File: config.mk
export PLATFORM = sky130hd
export DESIGN_NAME = sacr_front_flat
export DESIGN_NICKNAME = d
export VERILOG_FILES = /design/src/hdl/set_assoc_cache_random_replace_unit_macros.svh /design/src/hdl/sacr_pkg.sv /design/src/hdl/sacr_req_if.sv /design/src/hdl/sacr_front.sv /design/src/flat_wrapper.sv
export SDC_FILE = /design/constraint.sdc
export NUM_CORES = 1
export LEC_CHECK = 0
export BUFFER_PORTS_ARGS = -buffer_cell sky130_fd_sc_hd__buf_2
export CORE_MARGIN = 3
export CORE_UTILIZATION = 57
export DETAILED_ROUTE_END_ITERATION = 16
export GPL_TIMING_DRIVEN = 0
export PLACE_DENSITY = 0.85
export SLEW_MARGIN = 30
export SYNTH_ARGS = -nofsm -noshare
export SYNTH_HDL_FRONTEND = slang
export SYNTH_SLANG_ARGS = --single-unit
File: constraint.sdc
create_clock -name clk -period 4.88 [get_ports clk]
set_input_delay 0.488 -clock clk [delete_from_list [all_inputs] [get_ports clk]]
set_output_delay 0.488 -clock clk [all_outputs]
set_load 0.01 [all_outputs]
File: src/hdl/set_assoc_cache_random_replace_unit_macros.svh
// Assertion macros shared by the tag store logic.
`ifndef SET_ASSOC_CACHE_RANDOM_REPLACE_UNIT_MACROS_SVH
`define SET_ASSOC_CACHE_RANDOM_REPLACE_UNIT_MACROS_SVH

`ifndef NO_ASSERTIONS
`define SACR_ASSERT_SAME(lbl, ante, cons) \
    lbl: assert property (@(posedge clk) disable iff (!rst_n) (ante) |-> (cons)) \
        else $error("tag store check failed");
`define SACR_ASSERT_NEXT(lbl, ante, cons) \
    lbl: assert property (@(posedge clk) disable iff (!rst_n) (ante) |=> (cons)) \
        else $error("tag store check failed");
`else
`define SACR_ASSERT_SAME(lbl, ante, cons)
`define SACR_ASSERT_NEXT(lbl, ante, cons)
`endif

`endif

File: src/hdl/sacr_pkg.sv
package sacr_pkg;

    localparam int TOTAL_BLOCKS = 2048;
    localparam int TAG_WIDTH    = 32;
    localparam int BLOCKS_LOG2  = $clog2(TOTAL_BLOCKS + 1) - 1;
    localparam int LINE_W       = BLOCKS_LOG2;
    localparam int LINE_COUNT   = 1 << BLOCKS_LOG2;

    localparam int ADDR_W    = 32;
    localparam int WAY_OUT_W = 11;
    localparam int COUNT_W   = 32;
    localparam int GEO_W     = 4;
    localparam int CFG_IDX_W = 2;
    localparam int LFSR_W    = 16;

    localparam int QUEUE_DEPTH = 2;
    localparam int QPTR_W      = $clog2(QUEUE_DEPTH);
    localparam int QCNT_W      = $clog2(QUEUE_DEPTH + 1);

    localparam logic [CFG_IDX_W-1:0] CFG_OFFSET_BITS = 2'd0;
    localparam logic [CFG_IDX_W-1:0] CFG_SET_BITS    = 2'd1;
    localparam logic [CFG_IDX_W-1:0] CFG_WAYS_LOG2   = 2'd2;

    localparam logic [GEO_W-1:0]  RESET_OFFSET_BITS = 4'd4;
    localparam logic [GEO_W-1:0]  RESET_SET_BITS    = 4'd8;
    localparam logic [GEO_W-1:0]  RESET_WAYS_LOG2   = 4'd3;
    localparam logic [LFSR_W-1:0] LFSR_SEED         = 16'hACE1;

    typedef struct packed {
        logic [LINE_W-1:0]    base;
        logic [LINE_W-1:0]    way_mask;
        logic [TAG_WIDTH-1:0] tag;
    } job_t;

    typedef struct packed {
        logic                 valid;
        logic [TAG_WIDTH-1:0] tag;
    } line_t;

    localparam int LINE_BITS = $bits(line_t);

    typedef struct packed {
        logic clearing;
    } back_status_t;

endpackage

File: src/hdl/sacr_req_if.sv
interface sacr_req_if;
    import sacr_pkg::*;

    logic              valid;
    logic              ready;
    logic [ADDR_W-1:0] address;

    modport source (output valid, output address, input ready);
    modport sink (input valid, input address, output ready);
endinterface

File: src/hdl/sacr_front.sv
module sacr_front (
    input  logic                            clk,
    input  logic                            rst_n,
    input  logic                            write_en,
    input  logic [sacr_pkg::CFG_IDX_W-1:0]  write_index,
    input  logic [sacr_pkg::GEO_W-1:0]      write_data,
    sacr_req_if.sink                        req,
    input  sacr_pkg::back_status_t          status,
    output logic                            push_valid,
    input  logic                            push_ready,
    output sacr_pkg::job_t                  push_job
);
    import sacr_pkg::*;

    localparam logic [GEO_W-1:0] MAX_LOG2 = GEO_W'(BLOCKS_LOG2);

    logic [GEO_W-1:0]  offset_bits_reg, offset_bits_next;
    logic [GEO_W-1:0]  set_bits_reg, set_bits_next;
    logic [GEO_W-1:0]  ways_log2_reg, ways_log2_next;
    logic [GEO_W-1:0]  ways_eff;
    logic [GEO_W-1:0]  sets_room;
    logic [GEO_W-1:0]  sets_eff;
    logic [ADDR_W-1:0] block;
    logic [ADDR_W-1:0] tag_full;
    logic [LINE_W-1:0] set_index;

    always_comb
    begin
        offset_bits_next = offset_bits_reg;
        set_bits_next    = set_bits_reg;
        ways_log2_next   = ways_log2_reg;
        if (write_en)
        begin
            case (write_index)
                CFG_OFFSET_BITS: offset_bits_next = write_data;
                CFG_SET_BITS:    set_bits_next    = write_data;
                CFG_WAYS_LOG2:   ways_log2_next   = write_data;
                default:         offset_bits_next = offset_bits_reg;
            endcase
        end
    end

    always_ff @(posedge clk or negedge rst_n)
    begin
        if (!rst_n)
        begin
            offset_bits_reg <= RESET_OFFSET_BITS;
            set_bits_reg    <= RESET_SET_BITS;
            ways_log2_reg   <= RESET_WAYS_LOG2;
        end
        else
        begin
            offset_bits_reg <= offset_bits_next;
            set_bits_reg    <= set_bits_next;
            ways_log2_reg   <= ways_log2_next;
        end
    end

    // Oversized geometry is clamped so that the set and way fields never
    // address beyond the store.
    assign ways_eff  = (ways_log2_reg > MAX_LOG2) ? MAX_LOG2 : ways_log2_reg;
    assign sets_room = MAX_LOG2 - ways_eff;
    assign sets_eff  = (set_bits_reg > sets_room) ? sets_room : set_bits_reg;

    assign block     = req.address >> offset_bits_reg;
    assign tag_full  = block >> sets_eff;
    assign set_index = LINE_W'(block) & ~({LINE_W{1'b1}} << sets_eff);

    assign push_job.base     = set_index << ways_eff;
    assign push_job.way_mask = ~({LINE_W{1'b1}} << ways_eff);
    assign push_job.tag      = TAG_WIDTH'(tag_full);

    assign push_valid = req.valid && !status.clearing;
    assign req.ready  = push_ready && !status.clearing;

endmodule

File: src/flat_wrapper.sv
// flat-port wrapper written by rule: the top's interface ports become plain ports
module sacr_front_flat import sacr_pkg::*;
  (clk, rst_n, write_en, write_index, write_data, status, push_valid, push_ready, push_job, req_valid, req_address, req_ready);
  sacr_req_if req_i ();
  input  logic clk;
  input  logic rst_n;
  input  logic write_en;
  input  logic [sacr_pkg::CFG_IDX_W-1:0] write_index;
  input  logic [sacr_pkg::GEO_W-1:0] write_data;
  input  sacr_pkg::back_status_t status;
  output logic push_valid;
  input  logic push_ready;
  output sacr_pkg::job_t push_job;
  input wire logic [$bits(req_i.valid)-1:0] req_valid;
  input wire logic [$bits(req_i.address)-1:0] req_address;
  output wire logic [$bits(req_i.ready)-1:0] req_ready;
  assign req_i.valid = req_valid;
  assign req_i.address = req_address;
  assign req_ready = req_i.ready;
  sacr_front u_core (.clk(clk), .rst_n(rst_n), .write_en(write_en), .write_index(write_index), .write_data(write_data), .req(req_i), .status(status), .push_valid(push_valid), .push_ready(push_ready), .push_job(push_job));
endmodule
# == After elaboration in Yosys (flattened, before gate mapping) ==
# Index checks and enable logic that the tools add are counted.
# word_totals
reg_bits,12
out_inout_bits,56
word_cells,25
# classes
n_addsub,1
order_cmp,2
n_eq_ne,2
shifts,5
n_mux,2
bitwise,3
reduce_logical,7
# op_table
operator,n
right shift 32 x 4 -> 32 bit,2
NOT 11 bit,2
left shift 11 x 4 -> 11 bit (first input constant),2
AND 11 bit,1
left shift 11 x 4 -> 11 bit,1
2-to-1 mux 4 bit,2
AND reduction 2 bit,3
greater-than comparator 4 bit,1
greater-than comparator 4 bit (second input constant),1
subtractor 4 bit (first input constant),1
== test 2 x 1 -> 1 bit (second input constant),1
== test 2 bit (second input constant),1
logical AND 1 bit,2
zero test 2 bit,1
zero test 1 bit,1

# == Logic depth before layout (Yosys ltp) ==
# Gate-level depths: netlist (run 1).
# logic_depth
depth_word,9
depth_mapped,16

# == Least setup slack after synthesis (run 1) ==
# Ideal clock, no wire load.
# synth_timing
path_kind,register to output
startpoint,reg u_core.ways_log2_reg[3]
endpoint,out push_job[3] (netlist bit)
arrival_time_ps,3510
required_time_ps,4392
path_slack_ps,882
stages_incl_launch_ff,14
cell_sequence,dfrtp_1 buf_2 a21o_1 buf_2 inv_1 clkbuf_1 ha_1 and4_1 a21oi_1 mux2i_1 clkbuf_1 buf_1 nor3_1 nor3_1
# synth_rtl
element,line,text
"start, declared",sacr_front.sv:19,"logic [GEO_W-1:0] ways_log2_reg, ways_log2_next;"
"start signal, assigned",sacr_front.sv:55,ways_log2_reg <= ways_log2_next;
"end, declared",flat_wrapper.sv:13,output sacr_pkg::job_t push_job;

==> results of run 1 <==
## layout make-up
cell class,instances,share of cell area
Buffer,41,0.04932
Inverter,12,0.008966
Tap cell,99,0.02466
Timing Repair Buffer,102,0.1031
Clock buffer,3,0.008219
Multi-Input combinational cell,466,0.7450
Sequential cell,12,0.06077
## worst paths after layout
path                                                              end                             startpoint  slack [ns]  cells after the start
worst max-delay path                                      push_job[6]    u_core.ways_log2_reg[0]$_DFFE_PN1P_        0.09                     17
worst min register to register     u_core.set_bits_reg[0]$_DFFE_PN0P_     u_core.set_bits_reg[0]$_DFFE_PN0P_        0.53                      1
max in group asynchronous         u_core.ways_log2_reg[0]$_DFFE_PN1P_                                  rst_n        4.50                      1
worst min-delay path              u_core.ways_log2_reg[2]$_DFFE_PN0P_                                  rst_n        0.11                      1
worst max register to register  u_core.offset_bits_reg[1]$_DFFE_PN0P_  u_core.offset_bits_reg[1]$_DFFE_PN0P_        3.27                      5
min in group clk                u_core.offset_bits_reg[2]$_DFFE_PN1P_                          write_data[2]        0.50                      3
## layout by cell type (no fill, tap or decap), types with 9 or more instances in the layout
master,Yosys,routed
sky130_fd_sc_hd__nand2_1,66,66
sky130_fd_sc_hd__mux2i_1,82,79
sky130_fd_sc_hd__nor2_1,53,50
sky130_fd_sc_hd__buf_2,18,115
sky130_fd_sc_hd__mux2_2,41,41
sky130_fd_sc_hd__nand3_1,16,16
sky130_fd_sc_hd__mux4_2,9,9
sky130_fd_sc_hd__a21oi_1,22,20
sky130_fd_sc_hd__nor3_1,14,14
sky130_fd_sc_hd__mux4_1,11,11
sky130_fd_sc_hd__o22ai_1,14,14
sky130_fd_sc_hd__o21ai_0,17,15
sky130_fd_sc_hd__o211ai_1,9,9
## per-layer routing
metal,vias to the layer above,track usage
met2,319,0.5681
met5,-,0
li1,2262,-
met4,0,0.1123
met1,2377,0.4304
met3,43,0.02681
## logic make-up (layout without fill, tap and decap cells)
group	Yosys count	in the layout	share of synthesized area
simple gates	179	179	0.1864
mux	149	149	0.4354
compound gates	134	134	0.2301
buf+inv	53	158	0.06552
flops	12	12	0.07105
fa+ha+maj	4	4	0.01165
## through the flow
| step | power (uW) | util | std cells |
|---|---|---|---|
| 2_1_floorplan | 2221 | - | 531 |
| 3_3_place_gp | 2987 | 0.6742 | 729 |
| 3_5_place_dp | 3032 | 0.6742 | 729 |
| 4_1_cts | 3138 | 0.6803 | 732 |
| 5_1_grt | 3495 | 0.6889 | 735 |
| 6_report | 3282 | 0.6889 | 735 |
## where the power goes
group / internal [uW] / total (uW) / switching, uW
sequential: 123 / 139 / 16.9
combinational: 1240 / 3050 / 1810
clock: 54.2 / 88.3 / 34.1
total: 1420 / 3280 / 1860
## timing repair
action,4_1_cts,5_1_grt
pin swaps,0,3
cloned,0,0
buffers inserted,0,3
resized for setup,1,20
endpoints found under the setup margin,15,37
==> summary by stage, run 1 <==
Clock network
The number of levels in the clock H-tree is 1. The root buffer cell chosen for the clock tree is sky130_fd_sc_hd__clkbuf_8. The clock transition at the register clock pins on the worst setup and hold paths after CTS is 0.05 ns. The clock net in this run drives a total of 12 sinks.

TritonCTS built the clock tree. TritonCTS created 3 clock buffers. The hold buffer count at cts is 0. For the worst-skew pair, the clock arrives at the later sink with an insertion delay of 0.24 ns. The maximum clock path buffer count is 2.

STA
The clock arrives with 0 ns of skew. Of the available clock period, the critical path in the final layout requires 0.9813. The slew at the pin with the worst max-slew slack is 0.8591 ns. The final critical delay including setup and external delays is 4.789 ns. For this run, the top clock speed supported by timing is 208.8 MHz.

In the final timing run, aggregate negative setup slack is 0 ns. Setup slack on the critical path of the routed design comes to 0.09136 ns. The total of endpoints with negative setup slack in the final report is 0.

Setup repair after global routing could not meet its margin everywhere. The final-report max-slew violation count is 0. The smallest hold slack is 0.1132 ns.

The hold violation count in the final report is 0. The max-slew headroom at the worst pin is 0.4109.

Logic synthesis
Of all flip-flops after synthesis, the portion carrying an async set or reset was 1.000. The cell count after synthesis came out at 531. Counting flops and latches in the post-synthesis netlist gives 12. sky130_fd_sc_hd__mux2i_1 takes more of the synthesized area than any other cell. The most common flop cell mapped by yosys is sky130_fd_sc_hd__dfrtp_1. The number of enable flip-flop cells after synthesis is 0.

Sorting the synthesized cells by how often they occur yields sky130_fd_sc_hd__mux2i_1, sky130_fd_sc_hd__nand2_1, sky130_fd_sc_hd__nor2_1. The total number of yosys warnings is 0. The most used standard cell by instance count after synthesis is sky130_fd_sc_hd__mux2i_1. Yosys attributes the largest share of cell area to sky130_fd_sc_hd__mux2i_1, sky130_fd_sc_hd__mux2_2, sky130_fd_sc_hd__mux4_1, sky130_fd_sc_hd__nand2_1, sky130_fd_sc_hd__mux4_2.

The net count of the mapped netlist is 579. The post-synthesis average cell area is 8.092 sq um. The netlist area before placement is 4297 sq um. Yosys mapped the design onto 71 distinct sky130hd cell types. The area fraction of the dominant cell type after synthesis is 0.1910. The share of the Yosys chip area taken by registers is 0.07105.

Global routing
The number of global-route vias before repair was 4,743. The wire length of the first global-routing pass is 23,350 um. The total overflow left after global routing is 0. Entering global routing, the biggest net connects 13 pins. The initial antenna violation count is 0. For this run, the total global-route usage over all layers was measured as 0.3290.

Route
In the detailed route, the total length drawn on met2 is 7184 um. The final layout contains routed wiring with a total length of 14,580 um. In this run the top signal layer used is met4. The antenna violation net count after detailed routing is 0. After detailed routing, the number of remaining DRC violations is 0.

The met1 layer wirelength in the final routing is 5702 um. The number of search-and-repair iterations in the first detailed-routing pass is 6. The average detailed-routed wire length per instance is 19.84 um. After detailed routing, the met3 layer carries 1319 um of wire.

The routed layout has 5,001 vias. After detailed routing, the number of vias per cell comes to 6.804. In this run, the number of DRC markers left after iteration 0 of detailed routing was 444.

Place
The pre-CTS setup slack is 0.1158 ns. The HPWL after detailed placement is 11,660 um. The cell area after placement is 4916 sq um.

The number of buffers inserted by port buffering is 99. At the end of routability-driven placement, the weighted congestion stood at 1.003.

Die
The area of the core region is 7292 sq um. The initial utilization of the core area, before any placement, comes to 0.5892. Measured along the x axis, the die boundary spans 92.82 um.

Pin placement for this block handled 100 I/O pins. The die area is 8616 sq um. Measured along the y axis, the die boundary spans 92.82 um.

Row generation in the floorplan step produced 31 rows.

Critical path
The maximum net fanout on the critical path is 10. Walking the worst path, the cells encountered are clkbuf_2 > a21o_1 > buf_2 > inv_1 > clkbuf_2 > ha_1 > and4_1 > nor2_1 > o21ai_1 > nand2_1 > buf_4 > buf_2 > nand3_1 > o211ai_1 > mux2i_1 > a221oi_1 > buf_2. The buffers plus inverters on the worst setup path is 7.

The slowest stage of the critical path belongs to the cell sky130_fd_sc_hd__dfstp_2. The required time at the endpoint of the critical path is 4.39 ns. The arrival time of data at the critical path endpoint is 4.30 ns. The worst setup path is captured at an output pin.

The critical path is of the flip-flop to output pin type. Broken down by cell family, the worst path's largest delay share belongs to buffers and inverters. The largest single stage delay on the critical path is 0.51 ns. The library cell appearing most often on the critical path is sky130_fd_sc_hd__buf_2. The element type at the critical path start is a flip-flop.

Cells and area
Of the cells placed in the final design, the portion with a size suffix greater than 1 is 0.3585. The final layout contains 686 nets. The final standard cell area without fillers is 5024 sq um. Across the whole layout, storage elements account for 305.3 sq um. Relative to the synthesized area, the layout overhead comes to 16.92%. In the final layout, the multi-input gates occupy 3742 sq um. 0 antenna diodes ended up in the layout.

Counting the fill cells in the layout gives 628.

Pwr
Power spread over the standard cell area amounts to 653.3 nW/um^2. IR analysis of the VDD net gives a maximum drop of 0.3329 mV. The standby leakage power is 0.002327 uW.

Run status
The run finished with clean final reports.

Hold path
The tightest min-delay check is of the input port to asynchronous set/reset pin type.

Flow run
The total of max-cap violations is 0.
(Power assumes the default switching activity.)
==> run 2: changes to the inputs <==
Settings changed: CORE_UTILIZATION 57 to 58, PLACE_DENSITY 0.85 to 0.86.
Clock period 4.88 ns to 5.55 ns, I/O delays scaled along.
==> run 2 against run 1 <==
  * Flip-flop and latch count did not move
  * Worst hold slack improved by 0.070 ns
  * Total power fell by 14%
  * Die area fell by 1.6%
  * Sequential share of layout area rose by 0.081 points
  * Register-to-register slack improved by 0.69 ns
  * Combinational power fell by 14%
  * Core utilization rose by 2.1 points
  * Critical path type unchanged
  * Largest power group unchanged
==> summary by stage, run 2 (synthesis gave the netlist of run 1 again) <==
Clock network
The clock tree from TritonCTS is done. The clock insertion delay at the later pin of the skew report is 0.23 ns. In this run the number of H-tree levels came out at 1. The number of buffers created by CTS is 3. The root buffer cell is sky130_fd_sc_hd__clkbuf_8. The number of setup buffers added after CTS is 0. The total clock sinks is 12.

The clock transition at the register clock pins on the worst setup and hold paths after CTS is 0.05 ns. The longest clock path from root to sink contains 2 buffers.

Place
The cell area after placement is 4912 sq um. The count of buffers added on input and output ports is 99. The routability congestion estimate from global placement is 0.9634. The HPWL after detailed placement is 11,720 um.

Critical path
The critical path contains buffers and inverters numbering 6 combined. Counting stages on the worst path, the most repeated cell is sky130_fd_sc_hd__buf_2. Data arrives at the worst endpoint at 4.51 ns. The cell family contributing the most delay on the critical path is buffers and inverters. Traced cell by cell, the critical path runs through clkbuf_2 > a21o_1 > buf_2 > inv_1 > clkbuf_1 > ha_1 > and4_1 > nor2_1 > a21boi_0 > nor2_1 > buf_2 > nand3_1 > o211ai_1 > mux2i_1 > a221oi_1 > buf_2. The worst reg2reg path depth is 5.

Of all nets on the critical path, the largest fanout is 10. The required time at the endpoint of the critical path is 4.99 ns. The cell count along the critical path is 16. The element type at the critical path start is a flip-flop. For flop-to-flop paths, the worst setup slack is 3.96 ns. The largest single stage delay on the critical path is 0.65 ns.

The critical path capture point type is an output pin. The kind of critical path is flip-flop to output pin. The cell with the largest stage delay on the worst path is sky130_fd_sc_hd__nor2_1.

Die
The floorplan has 30 rows. The die area is 8477 sq um. The I/O pin count is 100. The width of the die is 92.07 um. The initial standard-cell utilization of the core is 0.6154. After floorplanning, the core was sized to cover 6982 sq um. From bottom edge to top edge, the die measures 92.07 um.

Global routing
The number of global-route vias before repair was 4,801. Global routing finished with a remaining overflow of 0. Entering global routing, the biggest net connects 13 pins.

The initial antenna violation count came to 0. The combined global-route utilization of all metal layers is 0.3327. The wire length of the first global-routing pass is 23,390 um.

Route
The antenna violation net count after detailed routing is 0. The via count is 5,031. The vias per cell is 6.901.

The starting DRC count in detailed routing is 601. The average detailed-routed wire length per instance is 20.02 um. The first detailed-routing pass took 5 iterations.

The final wirelength is 14,590 um. The DRC violations left is 0.

Pwr
The standby leakage power is 0.002297 uW. The switching power total is 1615 uW. Of the total power, combinational logic draws 0.930. The power density over the cells is 568.9 nW/um^2.

Of the total power, the share spent switching nets is 0.5725. The register share of total power is 0.044. The internal portion of total power is 1205 uW. The fraction of power consumed by the clock network is 0.026. Overall power consumption after layout is estimated at 2820 uW. The peak supply drop is 0.3043 mV.

Cells and area
The final standard cell area without fillers is 4957 sq um. The library cell used most frequently in the layout, excluding fill and tap cells, is sky130_fd_sc_hd__buf_2. At the end of the flow, the number of nets in the layout was 683.

The antenna cell count is 0. Of the cells placed in the final design, the portion with a size suffix greater than 1 is 0.3349. The library cells used most frequently in the layout, excluding fill and tap cells, are sky130_fd_sc_hd__buf_2, sky130_fd_sc_hd__mux2i_1, sky130_fd_sc_hd__nand2_1, sky130_fd_sc_hd__nor2_1, sky130_fd_sc_hd__mux2_2. The synthesis-to-finish area growth is 15.38%.

Hold path
The path class of the tightest hold or removal check is input port to asynchronous set/reset pin.

STA
In this run the tightest slew margin relative to its limit is 0.4091. The final-report max-slew violation count is 0. The slew at the pin with the worst max-slew slack is 0.8616 ns. For the final database, setup skew stands at 0 ns.

The hold violation count in the final report is 0. Setup repair after global routing left no endpoint under its margin. Based on the critical path, the design can be clocked at up to 197.3 MHz. The period utilization is 0.9130. The total of endpoints with negative setup slack in the final report is 0. After routing, the total negative slack on setup checks comes to 0 ns. Subtracting the final worst setup slack from the clock period gives 5.067 ns.

Run status
The run finished with clean final reports.

Flow run
The total of max-cap violations is 0.
[run 2: area by class of cell]
type / count / area (sq um)
inverters: 12 / 45.04
flip-flops and latches: 12 / 305.3
fillers: 577 / 2024
multi-input cells: 466 / 3714
plain buffers: 41 / 236.5
repair buffers: 99 / 495.5
clock buffers: 3 / 41.29
well taps: 96 / 120.1
[run 2: power by group through the flow]
stage	sequential [uW]	clock, uW	combinational, uW
floorplan	119	0	1830
global placement	122	0	2500
detailed placement	124	0	2540
CTS	122	75.7	2550
global route	125	78.9	2800
finish	123	74.1	2620
[run 2: through the flow]
stage | util | instances | hold WS [ns] | worst slack, ns
3_5_place_dp | 0.7036 | 726 | 0.4362 | 0.7106
2_1_floorplan | - | 531 | 0.2594 | 1.485
5_1_grt | 0.7100 | 729 | 0.1912 | 0.07408
4_1_cts | 0.7095 | 729 | 0.1852 | 0.4137
3_3_place_gp | 0.7036 | 726 | 0.4318 | 0.7597
6_report | 0.7100 | 729 | 0.1835 | 0.4828
[run 2: timing repair]
action | 4_1_cts | 5_1_grt
gates resized for setup | 0 | 1
hold buffers | 0 | 0
setup endpoints to repair | 0 | 5
[run 2: final timing paths]
kind,endpoint,from
max,push_job[6],u_core.ways_log2_reg[0]$_DFFE_PN1P_
min,u_core.set_bits_reg[0]$_DFFE_PN0P_,rst_n
max reg2reg,u_core.offset_bits_reg[1]$_DFFE_PN0P_,u_core.offset_bits_reg[1]$_DFFE_PN0P_
min reg2reg,u_core.set_bits_reg[0]$_DFFE_PN0P_,u_core.set_bits_reg[0]$_DFFE_PN0P_
max in group asynchronous,u_core.set_bits_reg[3]$_DFFE_PN1P_,rst_n
min in group clk,u_core.set_bits_reg[0]$_DFFE_PN0P_,u_core.set_bits_reg[0]$_DFFE_PN0P_
[run 2: layer usage]
layer / up-vias / global-route usage / wire (um)
met5: - / 0 / 0
met1: 2356 / 0.4305 / 5814
met4: 0 / 0.1361 / 561
met3: 64 / 0.02871 / 1342
li1: 2253 / - / -
met2: 358 / 0.5681 / 6874
==> run 3: changes to the inputs <==
Settings changed: CORE_UTILIZATION 58 to 57, PLACE_DENSITY 0.86 to unset, PLACE_DENSITY_LB_ADDON set to 0.1.
Clock period 5.55 ns to 4.9 ns, I/O delays scaled along.
==> run 3 against run 2 <==
  * Worst hold slack worse by 0.064 ns
  * Sequential share of layout area is 0.081 points lower
  * First-iteration DRC count is 29% lower
  * Cell area grew 1.3%
  * Die area up 1.6%
  * Via count shrank 2.7%
  * Critical path type unchanged
==> summary by stage, run 3 (synthesis gave the netlist of run 1 again) <==
Run status
The run finished with clean final reports.

Cells and area
The library cell used most frequently in the layout, excluding fill and tap cells, is sky130_fd_sc_hd__buf_2. The share of layout cells above drive strength 1 is 0.3549. After filler insertion, the fill cell instance count of the layout stands at 652. Leaving out fill and tap cells, the most frequent cells in the layout are sky130_fd_sc_hd__buf_2, sky130_fd_sc_hd__mux2i_1, sky130_fd_sc_hd__nand2_1, sky130_fd_sc_hd__nor2_1, sky130_fd_sc_hd__mux2_2.

The final layout contains 684 nets. The number of antenna diodes in the final layout is 0. Relative to the synthesized area, the layout overhead comes to 16.92%.

Route
Dividing the detail-routed wire length by the instance count gives 20.07 um. The routed layout has 4,896 vias. Once detail routing completed, the nets flagged for antenna violations numbered 0.

After detailed routing, the total wire length is 14,710 um. The number of search-and-repair iterations in the first detailed-routing pass is 5. The DRC violations left is 0.

The starting DRC count in detailed routing is 426. Using the TritonRoute via totals, the vias-per-cell ratio works out to 6.679.

STA
The period utilization is 0.9803. The hold violation count in the final report is 0. The total of endpoints with negative setup slack in the final report is 0. The smallest hold slack is 0.1197 ns. The maximum clock frequency is 208.2 MHz. The clock tree skew after final layout is 0 ns. Setup repair after global routing could not meet its margin everywhere.

The worst pin sits at a relative slew slack of 0.3729. The final critical delay including setup and external delays is 4.804 ns. The final critical-path setup slack is 0.09643 ns. The final-report max-slew violation count is 0.

For the pin with the worst max-slew slack, the measured transition is 0.9145 ns.

Hold path
The min-delay analysis places its worst path in the category input port to asynchronous set/reset pin.

Pwr
Power spread over the standard cell area amounts to 655.0 nW/um^2. The standby leakage power is 0.002321 uW. Across the VDD grid, the largest voltage drop is 0.2457 mV.

The design draws 3291 uW.

Global routing
The total grt overflow is 0. The largest net degree at the start of global routing is 13. The met3 usage in global routing is 0.05037.

The initial antenna violation count was 0. The first global-routing pass estimated 23,070 um of wire. The busiest metal layer after global routing is met2. The combined global-route utilization of all metal layers is 0.3268. In the global route stage, met1 resource usage came out at 0.4427.

The number of global-route vias before repair came to 4,630. In the global route stage, met2 resource usage came out at 0.5501.

Clock network
The clock transition at the register clock pins on the worst setup and hold paths after CTS is 0.05 ns. TritonCTS built the clock tree. The number of buffers created by CTS is 3. CTS built an H-tree with a depth of 1. The clock reaches the later pin of the worst-skew pair after 0.24 ns. The cell sitting at the root of the clock tree is a sky130_fd_sc_hd__clkbuf_8. In this run the deepest clock path goes through 2 buffers. The total clock sinks is 12.

Critical path
The maximum net fanout on the critical path is 10. The worst setup path is launched from a flip-flop. At the worst endpoint, the arrival time is 4.31 ns. The worst setup path is captured at an output pin. The kind of critical path is flip-flop to output pin. Data on the critical path is required at its endpoint by 4.41 ns.

Die
The total area inside the core boundary comes to 7292 sq um. The die area is 8616 sq um. The die is 92.82 um wide. The die outline height is 92.82 um. The initial utilization of the core area, before any placement, comes to 0.5892. Row generation in the floorplan step produced 31 rows. During I/O placement, the number of pins put on the boundary was 100.

Flow run
The tool flagged a number of max-cap violations equal to 0.

Place
The HPWL after detailed placement is 11,980 um. The pre-CTS setup slack is 0.1314 ns. Buffers placed on the I/O ports in this run total 99.

Routability-driven placement finished with a final weighted congestion of 0.9541.
## run 3: cell types whose count changed in the layout (fill, tap and decap cells not counted), sizes merged
cell    delta
clkbuf     +3
buf        -2
## run 3: final timing paths
kind	start	end	depth (start not counted)	slack [ns]
min reg2reg	u_core.set_bits_reg[0]$_DFFE_PN0P_	u_core.set_bits_reg[0]$_DFFE_PN0P_	1	0.58
max	u_core.ways_log2_reg[0]$_DFFE_PN1P_	push_job[6]	15	0.1
min	rst_n	u_core.ways_log2_reg[3]$_DFFE_PN0P_	1	0.12
max in group asynchronous	rst_n	u_core.ways_log2_reg[0]$_DFFE_PN1P_	1	4.51
max reg2reg	u_core.offset_bits_reg[1]$_DFFE_PN0P_	u_core.offset_bits_reg[1]$_DFFE_PN0P_	5	3.28
min in group clk	write_data[0]	u_core.set_bits_reg[0]$_DFFE_PN0P_	2	0.51
## run 3: report_power, final
part	internal, uW	leakage (uW)	switching, uW
clock network	53.9	0.0000216	33.0
registers	122	0.000138	19.8
logic	1230	0.00216	1830
## run 3: area by class of cell
| cell class | count | area (sq um) | share of cell area |
|---|---|---|---|
| inverters | 12 | 45.04 | 0.008966 |
| clock buffers | 3 | 41.29 | 0.008219 |
| repair buffers | 100 | 503.0 | 0.1001 |
| plain buffers | 41 | 247.7 | 0.04932 |
| multi-input cells | 466 | 3757 | 0.7479 |
| well taps | 99 | 123.9 | 0.02466 |
| flip-flops and latches | 12 | 305.3 | 0.06077 |
## run 3: worst max-delay path, cell delays in order (launching register included)
cell	delay (ns)
sky130_fd_sc_hd__dfstp_2	0.52
sky130_fd_sc_hd__clkbuf_2	0.24
sky130_fd_sc_hd__a21o_1	0.11
sky130_fd_sc_hd__buf_2	0.21
sky130_fd_sc_hd__inv_1	0.12
sky130_fd_sc_hd__clkbuf_2	0.21
sky130_fd_sc_hd__ha_1	0.32
sky130_fd_sc_hd__and4_1	0.26
sky130_fd_sc_hd__nor2_1	0.16
sky130_fd_sc_hd__a21boi_0	0.51
sky130_fd_sc_hd__nor2_2	0.22
sky130_fd_sc_hd__mux2i_1	0.33
sky130_fd_sc_hd__o211ai_1	0.18
sky130_fd_sc_hd__mux2i_1	0.36
sky130_fd_sc_hd__a221oi_1	0.13
sky130_fd_sc_hd__buf_2	0.20
## run 3: repair_timing
item                                    4_1_cts  5_1_grt
hold buffers                                  0        0
endpoints found under the setup margin       17       36
buffers inserted                              0        1
pin swaps                                     0        2
gates resized for setup                       3       17
## run 3: metrics by stage
step | utilization | instances | TNS, ns | area [sq um]
floorplan | - | 531 | 0 | 4297
global placement | 0.6742 | 729 | 0 | 4916
detailed placement | 0.6742 | 729 | 0 | 4916
CTS | 0.6817 | 732 | 0 | 4971
global route | 0.6889 | 733 | -0.03174 | 5024
finish | 0.6889 | 733 | 0 | 5024
## run 3: metal layers
layer,wire [um],part of all wire
met5,0,0
met4,219,0.015
met3,1159,0.079
met2,6982,0.47
met1,6347,0.43
